**config.mk**
```make
export PLATFORM = sky130hd
export DESIGN_NAME = kfsp_regs_flat
export DESIGN_NICKNAME = d
export VERILOG_FILES = /design/src/rtl/kfsp_pkg.sv /design/src/rtl/kfsp_ifs.sv /design/src/rtl/kfsp_regs.sv /design/src/flat_wrapper.sv
export SDC_FILE = /design/constraint.sdc
export NUM_CORES = 1
export LEC_CHECK = 0
export BUFFER_PORTS_ARGS = -buffer_cell sky130_fd_sc_hd__buf_2
export CORE_ASPECT_RATIO = 0.6
export CORE_MARGIN = 2
export CORE_UTILIZATION = 40
export CTS_CLUSTER_DIAMETER = 40
export DETAILED_ROUTE_END_ITERATION = 6
export PLACE_DENSITY = 0.66
export SLEW_MARGIN = 0
export SYNTH_ARGS = -nofsm -noshare
export SYNTH_HDL_FRONTEND = slang
export SYNTH_SLANG_ARGS = --single-unit
export TNS_END_PERCENT = 5
```
**constraint.sdc**
```tcl
create_clock -name clk -period 2.2 [get_ports clk]
set_input_delay 0.22 -clock clk [delete_from_list [all_inputs] [get_ports clk]]
set_output_delay 0.22 -clock clk [all_outputs]
set_load 0.02 [all_outputs]
```
**src/rtl/kfsp_pkg.sv**
```systemverilog
`timescale 1ns / 1ps

package kfsp_pkg;

  // Path geometry
  localparam int KEY_SPAN    = 120;
  localparam int COORD_WIDTH = 16;
  localparam int NUM_POINTS  = 4;
  localparam int NUM_AXES    = 3;

  // Segment boundaries, in tenths of a frame
  localparam longint SPAN_3 = 3 * KEY_SPAN;
  localparam longint SPAN_4 = 4 * KEY_SPAN;
  localparam longint SPAN_6 = 6 * KEY_SPAN;

  // Input frame and parameter lookup
  localparam int FRAME_W     = 12;
  localparam int FRAME_IDX_W = $clog2(KEY_SPAN);
  localparam int TAB_DEPTH   = 2 ** FRAME_IDX_W;
  localparam int T_W         = 16;
  localparam int SEG_W       = 2;
  localparam int TAB_ENTRY_W = SEG_W + T_W;

  // Arithmetic widths
  localparam int H_W         = 3 * T_W + 3;
  localparam int BASIS_SHIFT = 24;
  localparam int BASIS_W     = H_W - BASIS_SHIFT;
  localparam int WEIGHT_W    = BASIS_W + 1;
  localparam int ACC_SHIFT   = 25;
  localparam int LIN_SHIFT   = ACC_SHIFT - T_W;
  localparam int PROD_W      = WEIGHT_W + COORD_WIDTH;
  localparam int ACC_W       = PROD_W + 2;
  localparam int RES_W       = ACC_W - ACC_SHIFT;

  localparam longint COORD_MAX  = (longint'(1) <<< (COORD_WIDTH - 1)) - 1;
  localparam longint COORD_MIN  = -(longint'(1) <<< (COORD_WIDTH - 1));
  localparam longint ROUND_HALF = longint'(1) <<< (ACC_SHIFT - 1);

  // Configuration map
  localparam int CFG_IDX_W  = 8;
  localparam int CFG_DATA_W = NUM_AXES * COORD_WIDTH;

  localparam logic [CFG_IDX_W-1:0] REG_POINT0 = CFG_IDX_W'(0);
  localparam logic [CFG_IDX_W-1:0] REG_POINT1 = CFG_IDX_W'(1);
  localparam logic [CFG_IDX_W-1:0] REG_POINT2 = CFG_IDX_W'(2);
  localparam logic [CFG_IDX_W-1:0] REG_POINT3 = CFG_IDX_W'(3);

  // Segment codes
  localparam logic [SEG_W-1:0] SEG_LEAD  = 2'd0;
  localparam logic [SEG_W-1:0] SEG_CURVE = 2'd1;
  localparam logic [SEG_W-1:0] SEG_TAIL  = 2'd2;

  typedef logic signed [FRAME_W-1:0]     frame_t;
  typedef logic signed [COORD_WIDTH-1:0] coord_t;
  typedef coord_t [NUM_AXES-1:0]         xyz_t;
  typedef xyz_t [NUM_POINTS-1:0]         points_t;
  typedef logic signed [BASIS_W-1:0]     basis_t;
  typedef logic signed [WEIGHT_W-1:0]    weight_t;
  typedef logic signed [ACC_W-1:0]       sum_t;

  typedef logic [TAB_DEPTH-1:0][TAB_ENTRY_W-1:0] t_tab_t;

  // Per-point blend weights, scaled by 2^ACC_SHIFT
  typedef struct packed {
    logic                       vld;
    logic                       span;
    weight_t [NUM_POINTS-1:0]   w;
  } wgt_bus_t;

  // Per-axis accumulated sums, rounding offset included
  typedef struct packed {
    logic                     vld;
    logic                     span;
    sum_t [NUM_AXES-1:0]      sum;
  } sum_bus_t;

  // Segment and local parameter t for every frame of the span
  function automatic t_tab_t build_tab();
    t_tab_t           tab;
    longint           f10;
    longint           num;
    logic [SEG_W-1:0] seg;
    tab = '0;
    for (int i = 0; i < KEY_SPAN; i++) begin
      f10 = 10 * longint'(i);
      if (f10 < SPAN_3) begin
        seg = SEG_LEAD;
        num = (f10 <<< T_W) / SPAN_3;
      end else if (f10 < SPAN_6) begin
        seg = SEG_CURVE;
        num = ((f10 - SPAN_3) <<< T_W) / SPAN_3;
      end else begin
        seg = SEG_TAIL;
        num = ((f10 - SPAN_6) <<< T_W) / SPAN_4;
      end
      tab[i] = {seg, T_W'(num)};
    end
    return tab;
  endfunction

  localparam t_tab_t T_TAB = build_tab();

endpackage

```
**src/rtl/kfsp_ifs.sv**
```systemverilog


interface kfsp_cfg_if;
  import kfsp_pkg::*;
  logic                  valid;
  logic                  ready;
  logic [CFG_IDX_W-1:0]  index;
  logic [CFG_DATA_W-1:0] data;
  modport source (output valid, output index, output data, input ready);
  modport sink (input valid, input index, input data, output ready);
endinterface

```
**src/rtl/kfsp_regs.sv**
```systemverilog
`timescale 1ns / 1ps

module kfsp_regs (
  input  logic             clk,
  input  logic             rst,
  kfsp_cfg_if.sink         cfg,
  output kfsp_pkg::points_t points
);
  import kfsp_pkg::*;

  points_t pts;

  // Always take a configuration transfer
  assign cfg.ready = 1'b1;
  assign points    = pts;

  // Write the addressed keyframe; drop writes beyond the map
  always_ff @(posedge clk) begin
    if (rst) begin
      pts <= '0;
    end else if (cfg.valid) begin
      unique case (cfg.index)
        REG_POINT0: pts[0] <= cfg.data;
        REG_POINT1: pts[1] <= cfg.data;
        REG_POINT2: pts[2] <= cfg.data;
        REG_POINT3: pts[3] <= cfg.data;
        default: ;
      endcase
    end
  end

endmodule

```
**src/flat_wrapper.sv**
```systemverilog
// flat-port wrapper written by rule: the top's interface ports become plain ports
module kfsp_regs_flat import kfsp_pkg::*;
  (clk, rst, points, cfg_valid, cfg_index, cfg_data, cfg_ready);
  kfsp_cfg_if cfg_i ();
  input  logic clk;
  input  logic rst;
  output kfsp_pkg::points_t points;
  input wire logic [$bits(cfg_i.valid)-1:0] cfg_valid;
  input wire logic [$bits(cfg_i.index)-1:0] cfg_index;
  input wire logic [$bits(cfg_i.data)-1:0] cfg_data;
  output wire logic [$bits(cfg_i.ready)-1:0] cfg_ready;
  assign cfg_i.valid = cfg_valid;
  assign cfg_i.index = cfg_index;
  assign cfg_i.data = cfg_data;
  assign cfg_ready = cfg_i.ready;
  kfsp_regs u_core (.clk(clk), .rst(rst), .cfg(cfg_i), .points(points));
endmodule
```
Word-level counts from Yosys, hierarchy flattened

Index checks and enable logic that the tools add are counted.

Input port bits: 59
Register bits: 192
Output and inout bits: 193
Word-level logic and storage cells: 20

Equality and inequality tests: 3
Reductions and logical operators: 5

Operators with widths:

| cell                                                            | number |
|---|---|
| 8-bit by 2-bit == test with 1-bit output, second input constant | 2 |
| 8-bit by 1-bit == test with 1-bit output, second input constant | 1 |
| 8-bit logical NOT                                               | 1 |
| 2-bit AND reduction                                             | 4 |

Logic depth before layout (Yosys ltp)

Word-level depth: 2
Gate-level depth with buffers: 6
Mapped depth without buffers: 3

Worst setup path after synthesis

OpenSTA, ideal clock, no wires.

Path type: input -> register
From: input cfg_index[6]
To: register u_core.pts (netlist bit u_core.points[74])
Setup time: 0.072 ns
Stages: 6
Required time: 2.128 ns
Buffers on the path: 3
Arrival: 1.305 ns
Path slack: 0.823 ns
Path through: nor4b_4 > and4b_1 > buf_2 > buf_6 > buf_8 > mux2i_1

Longest elaborated chain between the ends: 2

RTL lines:

| item                                     | RTL line          | RTL |
|---|---|---|
| start: declaration                       | flat_wrapper.sv:9 | `input wire logic [$bits(cfg_i.index)-1:0] cfg_index;` |
| 8-bit by 1-bit == test with 1-bit output | kfsp_regs.sv:22   | `unique case (cfg.index)` |
| 2-bit AND reduction (no source line)     | n/a               |  |
| end: declaration                         | kfsp_regs.sv:11   | `points_t pts;` |

No other way between the ends.
A chain may end at the register's enable or synchronous reset.

Worst setup path after layout

From: input cfg_index[5]
To: register u_core.pts (netlist bit u_core.points[93])

The elaborated chain is that of the path after synthesis.

==> results by group <==
Status
  • Status: completed

STA
  • Fmax: 770 MHz
  • Period utilization: 0.590
  • RSZ-0062 raised after global routing: false
  • Fin. Hold Viols: 0
  • Setup TNS Final: 0 ps
  • Hold Worst Slack: 124 ps
  • Fin. max-slew vios: 0
  • Final Setup Violations: 0
  • Min cycle time layout: 1300 ps
  • Post-route clock skew: 0 ps

Worst setup path
  • R2r startpoint: u_core.points[93]
  • RR Endpoint: u_core.points[93]
  • Worst setup path start: cfg_index[5]
  • WS Path Type: in -> reg
  • Crit path DAT: 1650 ps
  • Critical path fanouts, max: 48
  • Worst Setup Start Kind: input pin
  • Worst setup EP type: flop
  • Reg2Reg Setup Slack: 1560 ps
  • Worst EP required: 2550 ps
  • Worst reg2reg path depth: 2

Floorplan
  • Total Die Area: 20200 um2
  • Starting density of the core: 0.405
  • Boundary Pins: 252
  • Die width: 182 um
  • Core ar.: 18800 um2
  • Die height: 111 um
  • # rows: 39

Global route
  • Largest net degree at the start of global routing: 141
  • Global-route wire length before repair: 29400 um
  • Grt ovf: 0
  • Vias in the first global route: 5277
  • GR Util All Layers: 0.185
  • Initial antenna violation count: 1

Finish
  • Layout area overhead: 26.5%
  • Max reg flops: 192
  • Register area: 3840 um2
  • Most common cell after layout, fill and taps aside: buf_2
  • Filler cell count: 1758
  • Layout Utilization: 0.513
  • Nets: 966
  • Multi-input logic area: 3500 um2
  • Share of cells above drive strength 1: 0.317
  • Commonest non-fill, non-tap cells in the layout: buf_2, nand2b_1, mux2i_1, dfxtp_1, clkbuf_16
  • Non-Filler Instances: 1167
  • Post-Layout Inst Area: 9660 um2

Clocking
  • Hold buffers post-CTS: 0
  • Setup Buffers After CTS: 0
  • Clock sinks: 192
  • Total CTS buffers: 17
  • Clk buf depth: 2
  • CTS resizes: 0
  • H-tree depth: 4
  • CTS tree: yes
  • Clock transition at path regs: 80 ps
  • Worst-skew pair later-pin latency: 420 ps
  • Root buf cell: clkbuf_16

Synth
  • Flops & latches, synth: 192
  • Post-synthesis cell count: 680
  • Synthesized area: 7630 um2
  • Sequential fraction of the synthesis area: 0.504
  • YS warnings: 0
  • Cell variety after synth: 16
  • Synthesized area per cell: 11.2 um2
  • Syn Nets: 739

Power and ir drop
  • Peak supply drop: 0.491 mV
  • PD cells: 716 nW/um2
  • Pleak: 4.74 nW

Hold path
  • Endpoint of the worst hold path: u_core.points[154]
  • Worst min-delay path startpoint: cfg_data[10]
  • WHS Path Cells: 3
  • Worst hold path class: in -> reg

Detailed routing
  • DR vias: 5330
  • Wire per inst: 15.7 um
  • Vias/cell: 4.57
  • Routed WL: 18400 um
  • Detailed Route Iter0 Violations: 250
  • Drt drc: 0
  • Pre-antenna DRT Iters: 4
  • DRT antenna net count: 0

Placed design
  • IO buf count: 250
  • Placer Congestion: 0.707
  • Placed cells: 1134
  • DP Wirelength: 12100 um
  • Placed Area: 9050 um2

Flow run
  • Max-cap violations: 0
-- report_power, final --
part	internal [mW]	total, mW	switching (mW)	leakage, nW
Sequential	3.48	3.48	0.00213	1.55
Combinational	0.134	0.273	0.140	2.90
Clock	1.66	3.16	1.50	0.300
Total	5.27	6.91	1.64	4.74
-- worst max path at each step --
stage                         to
2_1_floorplan  u_core.points[74]
3_3_place_gp   u_core.points[90]
3_5_place_dp   u_core.points[74]
4_1_cts        u_core.points[93]
5_1_grt        u_core.points[93]
6_report       u_core.points[93]
-- cell families (layout without fill, tap and decap cells) --
family / after synthesis / in the layout / share of synthesized area
buffers and inverters: 49 / 289 / 0.0385
other: 1 / 2 / 0.000491
AND/OR/NAND/NOR: 246 / 246 / 0.205
flip-flops: 192 / 192 / 0.504
multiplexers: 192 / 192 / 0.252
-- stage by stage --
step / total power [mW] / worst slack, ps
after global routing: 7.16 / 810
final: 6.91 / 901
after floorplan: 3.73 / 823
after global placement: 3.84 / 587
after CTS: 7.00 / 924
after detailed placement: 3.84 / 493
-- worst max-delay path: stages --
cell and delay (ps):
buf_2 100, nor3_1 370, and4b_4 330, buf_12 330, mux2i_1 260
-- cells in the mapped netlist --
cell type | count | area, um2
and4b_1 | 1 | 10.0
and4bb_1 | 1 | 12.5
buf_1 | 1 | 3.75
buf_2 | 7 | 35.0
buf_4 | 7 | 52.6
buf_6 | 4 | 45.0
buf_8 | 4 | 60.1
clkbuf_1 | 26 | 97.6
conb_1 | 1 | 3.75
dfxtp_1 | 192 | 3840
mux2i_1 | 192 | 1920
nand2b_1 | 240 | 1500
nand4_1 | 1 | 6.26
nand4b_1 | 1 | 8.76
nor3_1 | 1 | 5.00
nor4b_4 | 1 | 23.8
-- layer usage --
metal / up-vias / routed length (um) / track usage
li1: 2689 / - / -
met5: - / 0 / 0
met2: 173 / 7550 / 0.267
met1: 2452 / 8840 / 0.252
met4: 0 / 193 / 0.0511
met3: 16 / 1800 / 0.0782
-- layout make-up --
cell class / instances / area share
multi-input cells: 439 / 0.363
flip-flops and latches: 192 / 0.398
clock inverters: 14 / 0.0174
well taps: 246 / 0.0319
diodes: 1 / 0.000259
clock buffers: 18 / 0.0455
repair buffers: 257 / 0.144
No activity file was read; power rests on OpenSTA's default activity.
