==> config.mk <==
export PLATFORM = sky130hd
export DESIGN_NAME = kfsp_basis
export DESIGN_NICKNAME = d
export VERILOG_FILES = /design/src/rtl/kfsp_pkg.sv /design/src/rtl/kfsp_basis.sv
export SDC_FILE = /design/constraint.sdc
export NUM_CORES = 2
export LEC_CHECK = 0
export ABC_AREA = 1
export BUFFER_PORTS_ARGS = -buffer_cell sky130_fd_sc_hd__buf_2
export CORE_MARGIN = 4
export CORE_UTILIZATION = 44
export DETAILED_ROUTE_END_ITERATION = 10
export PLACE_DENSITY_LB_ADDON = 0.08
export SETUP_SLACK_MARGIN = 0.02
export SYNTH_ARGS = -nofsm -noshare
export SYNTH_HDL_FRONTEND = slang
export SYNTH_SLANG_ARGS = --single-unit
==> constraint.sdc <==
create_clock -name clk -period 6.5 [get_ports clk]
set_input_delay 0.65 -clock clk [delete_from_list [all_inputs] [get_ports clk]]
set_output_delay 0.65 -clock clk [all_outputs]
set_load 0.02 [all_outputs]
==> src/rtl/kfsp_pkg.sv <==
`timescale 1ns / 1ps

package kfsp_pkg;

  // Path geometry
  localparam int KEY_SPAN    = 120;
  localparam int COORD_WIDTH = 16;
  localparam int NUM_POINTS  = 4;
  localparam int NUM_AXES    = 3;

  // Segment boundaries, in tenths of a frame
  localparam longint SPAN_3 = 3 * KEY_SPAN;
  localparam longint SPAN_4 = 4 * KEY_SPAN;
  localparam longint SPAN_6 = 6 * KEY_SPAN;

  // Input frame and parameter lookup
  localparam int FRAME_W     = 12;
  localparam int FRAME_IDX_W = $clog2(KEY_SPAN);
  localparam int TAB_DEPTH   = 2 ** FRAME_IDX_W;
  localparam int T_W         = 16;
  localparam int SEG_W       = 2;
  localparam int TAB_ENTRY_W = SEG_W + T_W;

  // Arithmetic widths
  localparam int H_W         = 3 * T_W + 3;
  localparam int BASIS_SHIFT = 24;
  localparam int BASIS_W     = H_W - BASIS_SHIFT;
  localparam int WEIGHT_W    = BASIS_W + 1;
  localparam int ACC_SHIFT   = 25;
  localparam int LIN_SHIFT   = ACC_SHIFT - T_W;
  localparam int PROD_W      = WEIGHT_W + COORD_WIDTH;
  localparam int ACC_W       = PROD_W + 2;
  localparam int RES_W       = ACC_W - ACC_SHIFT;

  localparam longint COORD_MAX  = (longint'(1) <<< (COORD_WIDTH - 1)) - 1;
  localparam longint COORD_MIN  = -(longint'(1) <<< (COORD_WIDTH - 1));
  localparam longint ROUND_HALF = longint'(1) <<< (ACC_SHIFT - 1);

  // Configuration map
  localparam int CFG_IDX_W  = 8;
  localparam int CFG_DATA_W = NUM_AXES * COORD_WIDTH;

  localparam logic [CFG_IDX_W-1:0] REG_POINT0 = CFG_IDX_W'(0);
  localparam logic [CFG_IDX_W-1:0] REG_POINT1 = CFG_IDX_W'(1);
  localparam logic [CFG_IDX_W-1:0] REG_POINT2 = CFG_IDX_W'(2);
  localparam logic [CFG_IDX_W-1:0] REG_POINT3 = CFG_IDX_W'(3);

  // Segment codes
  localparam logic [SEG_W-1:0] SEG_LEAD  = 2'd0;
  localparam logic [SEG_W-1:0] SEG_CURVE = 2'd1;
  localparam logic [SEG_W-1:0] SEG_TAIL  = 2'd2;

  typedef logic signed [FRAME_W-1:0]     frame_t;
  typedef logic signed [COORD_WIDTH-1:0] coord_t;
  typedef coord_t [NUM_AXES-1:0]         xyz_t;
  typedef xyz_t [NUM_POINTS-1:0]         points_t;
  typedef logic signed [BASIS_W-1:0]     basis_t;
  typedef logic signed [WEIGHT_W-1:0]    weight_t;
  typedef logic signed [ACC_W-1:0]       sum_t;

  typedef logic [TAB_DEPTH-1:0][TAB_ENTRY_W-1:0] t_tab_t;

  // Per-point blend weights, scaled by 2^ACC_SHIFT
  typedef struct packed {
    logic                       vld;
    logic                       span;
    weight_t [NUM_POINTS-1:0]   w;
  } wgt_bus_t;

  // Per-axis accumulated sums, rounding offset included
  typedef struct packed {
    logic                     vld;
    logic                     span;
    sum_t [NUM_AXES-1:0]      sum;
  } sum_bus_t;

  // Segment and local parameter t for every frame of the span
  function automatic t_tab_t build_tab();
    t_tab_t           tab;
    longint           f10;
    longint           num;
    logic [SEG_W-1:0] seg;
    tab = '0;
    for (int i = 0; i < KEY_SPAN; i++) begin
      f10 = 10 * longint'(i);
      if (f10 < SPAN_3) begin
        seg = SEG_LEAD;
        num = (f10 <<< T_W) / SPAN_3;
      end else if (f10 < SPAN_6) begin
        seg = SEG_CURVE;
        num = ((f10 - SPAN_3) <<< T_W) / SPAN_3;
      end else begin
        seg = SEG_TAIL;
        num = ((f10 - SPAN_6) <<< T_W) / SPAN_4;
      end
      tab[i] = {seg, T_W'(num)};
    end
    return tab;
  endfunction

  localparam t_tab_t T_TAB = build_tab();

endpackage

==> src/rtl/kfsp_basis.sv <==
`timescale 1ns / 1ps

module kfsp_basis (
  input  logic               clk,
  input  logic               rst,
  input  logic               adv,
  input  logic               in_vld,
  input  kfsp_pkg::frame_t   frame_key,
  output kfsp_pkg::wgt_bus_t wgt
);
  import kfsp_pkg::*;

  localparam logic signed [BASIS_W-1:0] BASIS_ONE = BASIS_W'(longint'(1) <<< BASIS_SHIFT);

  // Round a 48-fraction-bit basis value to 24 fraction bits, ties up
  function automatic basis_t round_basis(input logic signed [H_W-1:0] h);
    logic signed [H_W-1:0] r;
    r = h + (H_W'(1) <<< (BASIS_SHIFT - 1));
    return BASIS_W'(r >>> BASIS_SHIFT);
  endfunction

  logic [TAB_ENTRY_W-1:0] entry;
  logic                   in_span;

  logic                   s1_vld, s1_span;
  logic [SEG_W-1:0]       s1_seg;
  logic [T_W-1:0]         s1_t;

  logic                   s2_vld, s2_span;
  logic [SEG_W-1:0]       s2_seg;
  logic [T_W-1:0]         s2_t;
  logic [2*T_W-1:0]       s2_t2;

  logic                   s3_vld, s3_span;
  logic [SEG_W-1:0]       s3_seg;
  logic [T_W-1:0]         s3_t;
  logic [2*T_W-1:0]       s3_t2;
  logic [3*T_W-1:0]       s3_t3;

  logic signed [H_W-1:0]  h_t1, h_t2, h_t3, h_one;
  logic signed [H_W-1:0]  h00, h01, h10, h11;

  logic                   s4_vld, s4_span;
  logic [SEG_W-1:0]       s4_seg;
  logic [T_W-1:0]         s4_t;
  basis_t                 s4_a00, s4_a01, s4_a10, s4_a11;

  logic [T_W:0]           t_comp;
  weight_t                lin_lo, lin_hi;
  weight_t [NUM_POINTS-1:0] w_next;

  logic                   s5_vld, s5_span;
  weight_t [NUM_POINTS-1:0] s5_w;

  // Stage 1: range check and segment/t lookup
  assign entry   = T_TAB[frame_key[FRAME_IDX_W-1:0]];
  assign in_span = !frame_key[FRAME_W-1] &&
                   (frame_key[FRAME_W-2:0] < (FRAME_W-1)'(KEY_SPAN));

  always_ff @(posedge clk) begin
    if (rst) begin
      s1_vld <= 1'b0;
      s2_vld <= 1'b0;
      s3_vld <= 1'b0;
      s4_vld <= 1'b0;
      s5_vld <= 1'b0;
    end else if (adv) begin
      s1_vld <= in_vld;
      s2_vld <= s1_vld;
      s3_vld <= s2_vld;
      s4_vld <= s3_vld;
      s5_vld <= s4_vld;
    end
  end

  always_ff @(posedge clk) begin
    if (adv) begin
      s1_span <= in_span;
      s1_seg  <= entry[TAB_ENTRY_W-1:T_W];
      s1_t    <= entry[T_W-1:0];
    end
  end

  // Stage 2: square t
  always_ff @(posedge clk) begin
    if (adv) begin
      s2_span <= s1_span;
      s2_seg  <= s1_seg;
      s2_t    <= s1_t;
      s2_t2   <= s1_t * s1_t;
    end
  end

  // Stage 3: cube t
  always_ff @(posedge clk) begin
    if (adv) begin
      s3_span <= s2_span;
      s3_seg  <= s2_seg;
      s3_t    <= s2_t;
      s3_t2   <= s2_t2;
      s3_t3   <= s2_t2 * s2_t;
    end
  end

  // Stage 4: Hermite basis at 48 fraction bits, rounded to 24
  always_comb begin
    h_t3  = H_W'(s3_t3);
    h_t2  = H_W'({s3_t2, {T_W{1'b0}}});
    h_t1  = H_W'({s3_t, {2*T_W{1'b0}}});
    h_one = H_W'(1) <<< (3 * T_W);
    h00   = (h_t3 <<< 1) - (h_t2 <<< 1) - h_t2 + h_one;
    h01   = (h_t2 <<< 1) + h_t2 - (h_t3 <<< 1);
    h10   = h_t3 - (h_t2 <<< 1) + h_t1;
    h11   = h_t3 - h_t2;
  end

  always_ff @(posedge clk) begin
    if (adv) begin
      s4_span <= s3_span;
      s4_seg  <= s3_seg;
      s4_t    <= s3_t;
      s4_a00  <= round_basis(h00);
      s4_a01  <= round_basis(h01);
      s4_a10  <= round_basis(h10);
      s4_a11  <= round_basis(h11);
    end
  end

  // Stage 5: fold basis or linear blend into one weight per keyframe
  always_comb begin
    t_comp = (T_W+1)'(1) << T_W;
    t_comp = t_comp - {1'b0, s4_t};
    lin_lo = WEIGHT_W'(t_comp) <<< LIN_SHIFT;
    lin_hi = WEIGHT_W'(s4_t) <<< LIN_SHIFT;
    w_next = '0;
    if (s4_span) begin
      case (s4_seg)
        SEG_LEAD: begin
          w_next[0] = lin_lo;
          w_next[1] = lin_hi;
        end
        SEG_CURVE: begin
          w_next[0] = -WEIGHT_W'(s4_a10);
          w_next[1] = (WEIGHT_W'(s4_a00) <<< 1) - WEIGHT_W'(s4_a11);
          w_next[2] = (WEIGHT_W'(s4_a01) <<< 1) + WEIGHT_W'(s4_a10);
          w_next[3] = WEIGHT_W'(s4_a11);
        end
        SEG_TAIL: begin
          w_next[2] = lin_lo;
          w_next[3] = lin_hi;
        end
        default: w_next = '0;
      endcase
    end
  end

  always_ff @(posedge clk) begin
    if (adv) begin
      s5_span <= s4_span;
      s5_w    <= w_next;
    end
  end

  always_comb begin
    wgt.vld  = s5_vld;
    wgt.span = s5_span;
    wgt.w    = s5_w;
  end

  // h00 + h01 is exactly one, so the rounded pair sums to one or one plus a tie bump
  a_basis_unity: assert property (@(posedge clk) disable iff (rst)
    s4_vld && s4_span && (s4_seg == SEG_CURVE) |->
      ((s4_a00 + s4_a01) == BASIS_ONE) || ((s4_a00 + s4_a01) == BASIS_ONE + 1))
    else $error("rounded Hermite basis lost partition of unity");

endmodule

# --- Yosys cells after proc, flatten, opt, wreduce, memory -nomap -nowiden ---
# Memory sizes are Yosys's and may differ from the RTL's. A register that Yosys moved wholly into a read port is not among the register bits.
# Index checks and enable logic that the tools add are counted.
word_totals:
  n_memories: 1
  romBits: 2304
  regBits: 395
  wordCells: 54
mem_list:
  columns: ["memory", "depth", "word_bits", "rd", "rd_clocked_by_memory_dff", "write_ports", "line_no", "source"]
  rows:
  - ["(name not given)", 128, 18, 1, 1, 0, "kfsp_basis.sv:56", "assign entry = T_TAB[frame_key[FRAME_IDX_W-1:0]];"]
op_classes:
  n_reduce_logical: 3
  mux: 2
  magnitude_cmp: 1
  multipliers: 2
  addsub: 16
  n_eq_ne: 2
op_table:
  columns: ["op", "n"]
  rows:
  - ["56-bit case mux with 2 select lines", 2]
  - ["51-bit by 25-bit adder with 51-bit output (second input constant)", 3]
  - ["50-bit by 49-bit subtractor with 51-bit output", 2]
  - ["50-bit by 49-bit adder with 51-bit output", 1]
  - ["51-bit by 50-bit adder with 51-bit output (second input constant)", 1]
  - ["49-bit by 25-bit adder with 50-bit output (second input constant)", 1]
  - ["49-bit by 48-bit adder with 50-bit output", 1]
  - ["48-bit by 49-bit subtractor with 50-bit output", 1]
  - ["49-bit by 49-bit subtractor with 50-bit output", 1]
  - ["48-bit by 48-bit subtractor with 49-bit output", 1]
  - ["32-bit by 16-bit multiplier with 48-bit output", 1]
  - ["16-bit by 16-bit multiplier with 32-bit output", 1]
  - ["28-bit by 27-bit adder with 28-bit output", 1]
  - ["27-bit negation with 28-bit output", 1]
  - ["28-bit by 26-bit subtractor with 28-bit output", 1]
  - ["17-bit by 16-bit subtractor with 17-bit output (first input constant)", 1]
  - ["11-bit by 8-bit < comparator with 1-bit output (second input constant)", 1]
  - ["2-bit by 1-bit equality test with 1-bit output (second input constant)", 1]
  - ["2-bit equality test (second input constant)", 1]
  - ["2-bit logical NOT", 1]
  - ["1-bit logical AND", 1]
  - ["1-bit logical NOT", 1]

# --- Logic depth before layout (Yosys ltp) ---
logic_depth:
  ltp_word: 4
  mapped_depth: 27

# --- Worst setup path after synthesis ---
# OpenSTA, ideal clock, no wires.
synth_timing:
  path_type: "reg-to-reg"
  startpoint: "register s2_t[6]"
  endpoint: "register s3_t3[47], data pin"
  stages_incl_launch_ff: 23
  path_slack_ps: 609
  arrival_ps: 5639
  path_cell_list: "edfxtp_1 clkbuf_1 buf_1 nand2_1 fa_1 inv_1 fa_1 fa_1 fa_1 fa_1 inv_1 fa_1 inv_1 ha_1 nand2_1 o21ai_0 a21oi_1 o21ai_0 a21oi_1 o21ai_0 nand2_1 nand3b_1 nand2_1"
synth_between:
  elab_chain_len: 1
synth_lines:
  columns: ["element", "line_no", "source"]
  rows:
  - ["start: declaration", "kfsp_basis.sv:31", "logic [T_W-1:0] s2_t;"]
  - ["start signal: assignment", "kfsp_basis.sv:89", "s2_t <= s1_t;"]
  - ["32-bit by 16-bit multiplier with 48-bit output", "kfsp_basis.sv:101", "s3_t3 <= s2_t2 * s2_t;"]
  - ["end signal: assignment", "kfsp_basis.sv:101", null]
  - ["end: declaration", "kfsp_basis.sv:38", "logic [3*T_W-1:0] s3_t3;"]
# No other way between the ends.
# A chain may end at the register's enable or synchronous reset.

# --- Worst setup path in the final report ---
layout_timing:
  startpoint: "register s1_t[15]"
  endpoint: "register s2_t2[30], data pin"
layout_between:
  elab_chain_len: 1
layout_lines:
  columns: ["element", "line_no", "source"]
  rows:
  - ["start: declaration", "kfsp_basis.sv:27", "logic [T_W-1:0] s1_t;"]
  - ["16-bit by 16-bit multiplier with 32-bit output", "kfsp_basis.sv:90", "s2_t2 <= s1_t * s1_t;"]
  - ["end signal: assignment", "kfsp_basis.sv:90", null]
  - ["end: declaration", "kfsp_basis.sv:32", "logic [2*T_W-1:0] s2_t2;"]
# No other way between the ends.

==> results.cfg <==
[sta]
clock.fmax_ghz = 0.1605
max-slew-margin-rel = 0.3479
finalCritPeriodShare = 0.9584
skew_ns = 0.08661
slew_viol_final = 0
period_needed_ns = 6.230
finalHoldViolations = 0
setup_violations = 0
fin_tns_setup_ns = 0
tightest_slew_ns = 0.9659

[clocking]
cts.sinks = 380
cts_buffers = 47
cts_buffer_depth = 3
htree_levels = 2
cts_tree = built
cts_hold_buf = 0
cts_root_buffer = clkbuf_16
clk_latency_ns = 0.67
clk_pin_slew_ns = 0.06

[yosys]
synth_top_flop_cell = edfxtp_1
synthTopCellsByArea = edfxtp_1 (22%), fa_1 (22%), ha_1 (13%), inv_1 (11%), nand2_1 (10%)
synth_area_leader_cell = edfxtp_1
yosysWarnings = 0
ys_seq_area_frac = 0.2212
synth_edf_count = 375
synth_cell_types = 59
netlist_instances = 6435
ys_seq_elements = 380
yosysTopAreaCellShare = 0.2192
syn-cell-area_sq_mm = 0.05137
synth.avg_cell_area_sq_um = 7.982
async_flop_share = 0

[detailed_routing]
wire_per_inst_microns = 21.17
drtIter0Drc = 2894
vias = 42520
final_antenna_net_count = 0
wl_met1_mm = 74.87
drt-total-wl_mm = 172.7
drc = 0
routed_via_density = 5.212
dr.max_layer_used = met4
met2WireLength_mm = 81.89
dr.pass1.iters = 9
met3_length_mm = 8.260

[floorplanning]
die_area_sq_mm = 0.1223
die_w_microns = 349.7
io_pins = 130
rows = 125
start_util = 0.4426
fp.dieH_microns = 349.7
core_sq_mm = 0.1160

[critical_path]
crit_start = s1_t[15]$_DFFE_PP_
cpPeakStageDelay_ns = 0.63
start_kind = flop
crit_type = reg2reg
crit_slowest_cell = edfxtp_1
cp_cell_sequence = nand2_1 -> fa_1 -> inv_1 -> fa_1 -> inv_1 -> fa_1 -> inv_1 -> fa_1 -> inv_1 -> fa_1 -> fa_1 -> inv_1 -> ha_1 -> nand2_1 -> nand2_1 -> a21boi_0 -> o21bai_1 -> a221oi_1 -> o21ai_0 -> xor2_1
ff2ff_setup_slack_ns = 0.27
crit_path_max_fanout = 11
critPathCaptureType = flop
reg2reg_to = s2_t2[30]$_DFFE_PP_
reg2reg_depth = 20
endpoint = s2_t2[30]$_DFFE_PP_
cp.required_ns = 6.89
reg2reg_from = s1_t[15]$_DFFE_PP_
crit_arrival_ns = 6.62
cpMostUsedCell = fa_1

[final_layout]
n_antenna_cell = 0
layout_common_cells = inv_1 (1,449), nand2_1 (1,369), fa_1 (555)
final_common_cell = inv_1
drive_gt1_frac = 0.05864
final_util = 0.4816
n_fill_cell = 11690
nNetsFinal = 7695
stdcell_area_sq_mm = 0.05588
stdcell_count = 8158
syn2layout_area_growth_pct = 8.793

[global_routing]
grt-ovfl-total = 0
grt_max_degree = 157
grt_pass1_wl_mm = 263.7
grt_pass1_vias = 43480
globalRouteTotalUtil = 0.2850
grt_antenna_before_repair = 3

[place]
gp_congestion = 0.9464
port_buffers = 129
placed_area_sq_mm = 0.05423
hpwl_mm = 148.4
place_inst = 8063

[hold_path]
min_path_type = in2reg

[flow_run]
maxCapViolations = 0

[run_status]
status = finished, final reports clean
synthesized netlist by cell type (9+ instances only):
cell type  number
o21ai_1        10
inv_2          15
o21ai_0       244
nand2_1      1369
nor4_1         17
clkbuf_1       89
o21a_1         22
a21boi_0       12
ha_1          525
edfxtp_1      375
a21o_1         38
nor2_1        505
o221ai_1       10
nand4_1        55
nand3_1       194
o31ai_1        12
nand2_2        32
o21bai_1       35
nor2_2         16
a31oi_1        50
nor2_4          9
a21oi_1       391
fa_1          555
xor2_1        132
nor3_1         48
o22ai_1        40
or2_2          11
o211ai_1       16
xnor2_1        67
inv_1        1450
through the flow:
step	worst slack, ns	hold WS, ns
floorplan	0.6087	0.4003
global placement	0.1969	0.4043
detailed placement	0.2567	0.4045
CTS	0.2312	0.1690
global route	-0.002537	0.1838
finish	0.2703	0.2221
state kept, by name (all words and copies together) (netlist names), 2 cells and up:
name,count
s2_t,10
s1_t,10
s4_a10,27
s4_a00,27
s2_t2,30
s4_t,10
s3_t,10
s4_a01,27
s3_t2,30
s4_seg,2
s4_a11,26
s3_seg,2
s1_seg,2
s2_seg,2
s3_t3,47
wgt,108
layer usage:
layer | GRT usage | vias to the layer above
met5 | 0 | -
met1 | 0.3792 | 20430
met4 | 0.1066 | 0
met3 | 0.02741 | 245
met2 | 0.4840 | 1250
li1 | - | 20600
logic make-up after synthesis:
group	share of synthesized area
buffers and inverters	0.1156
XOR/XNOR	0.03425
AO/OA/AOI/OAI	0.09975
AND/OR/NAND/NOR	0.1849
other	0.0001462
adder cells (fa/ha/maj)	0.3442
flip-flops	0.2212
worst max-delay path: cells and delay by family, from the launching register on:
kind,cells,cell delay (ns)
AOI/OAI and AO/OA,4,0.85
xor gates and xnor gates,1,0.17
buffers and inverters,5,0.32
DFF,1,0.63
adders and majority gates,7,3.63
and+or+nand+nor,3,0.36
layout make-up:
class | count | area (sq um) | share of cell area
multi-input combinational | 4486 | 34100 | 0.6102
sequential | 380 | 11360 | 0.2033
inverter | 1472 | 5525 | 0.09887
tap | 1524 | 1907 | 0.03412
timing repair buffer | 212 | 1426 | 0.02552
clock buffer | 58 | 1217 | 0.02178
clock inverter | 26 | 347.8 | 0.006224
worst min path at each step:
| stage | endpoint | depth (start not counted) | slack (ns) | from |
|---|---|---|---|---|
| CTS | s1_vld$_SDFFE_PP0P_ | 2 | 0.17 | rst |
| global placement | s2_seg[0]$_DFFE_PP_ | 0 | 0.40 | s1_seg[0]$_DFFE_PP_ |
| finish | s1_vld$_SDFFE_PP0P_ | 2 | 0.22 | rst |
| global route | s2_vld$_SDFFE_PP0P_ | 2 | 0.18 | rst |
| floorplan | s2_seg[0]$_DFFE_PP_ | 0 | 0.40 | s1_seg[0]$_DFFE_PP_ |
| detailed placement | s3_seg[1]$_DFFE_PP_ | 0 | 0.40 | s2_seg[1]$_DFFE_PP_ |
timing repair:
action                     4_1_cts  5_1_grt
setup endpoints to repair        0        9
setup buffers                    0       11
gates resized for setup          0        8
Power is left out: the tool's default activity adds up to more than one toggle a clock period on the data nets, which glitch-free logic cannot reach.
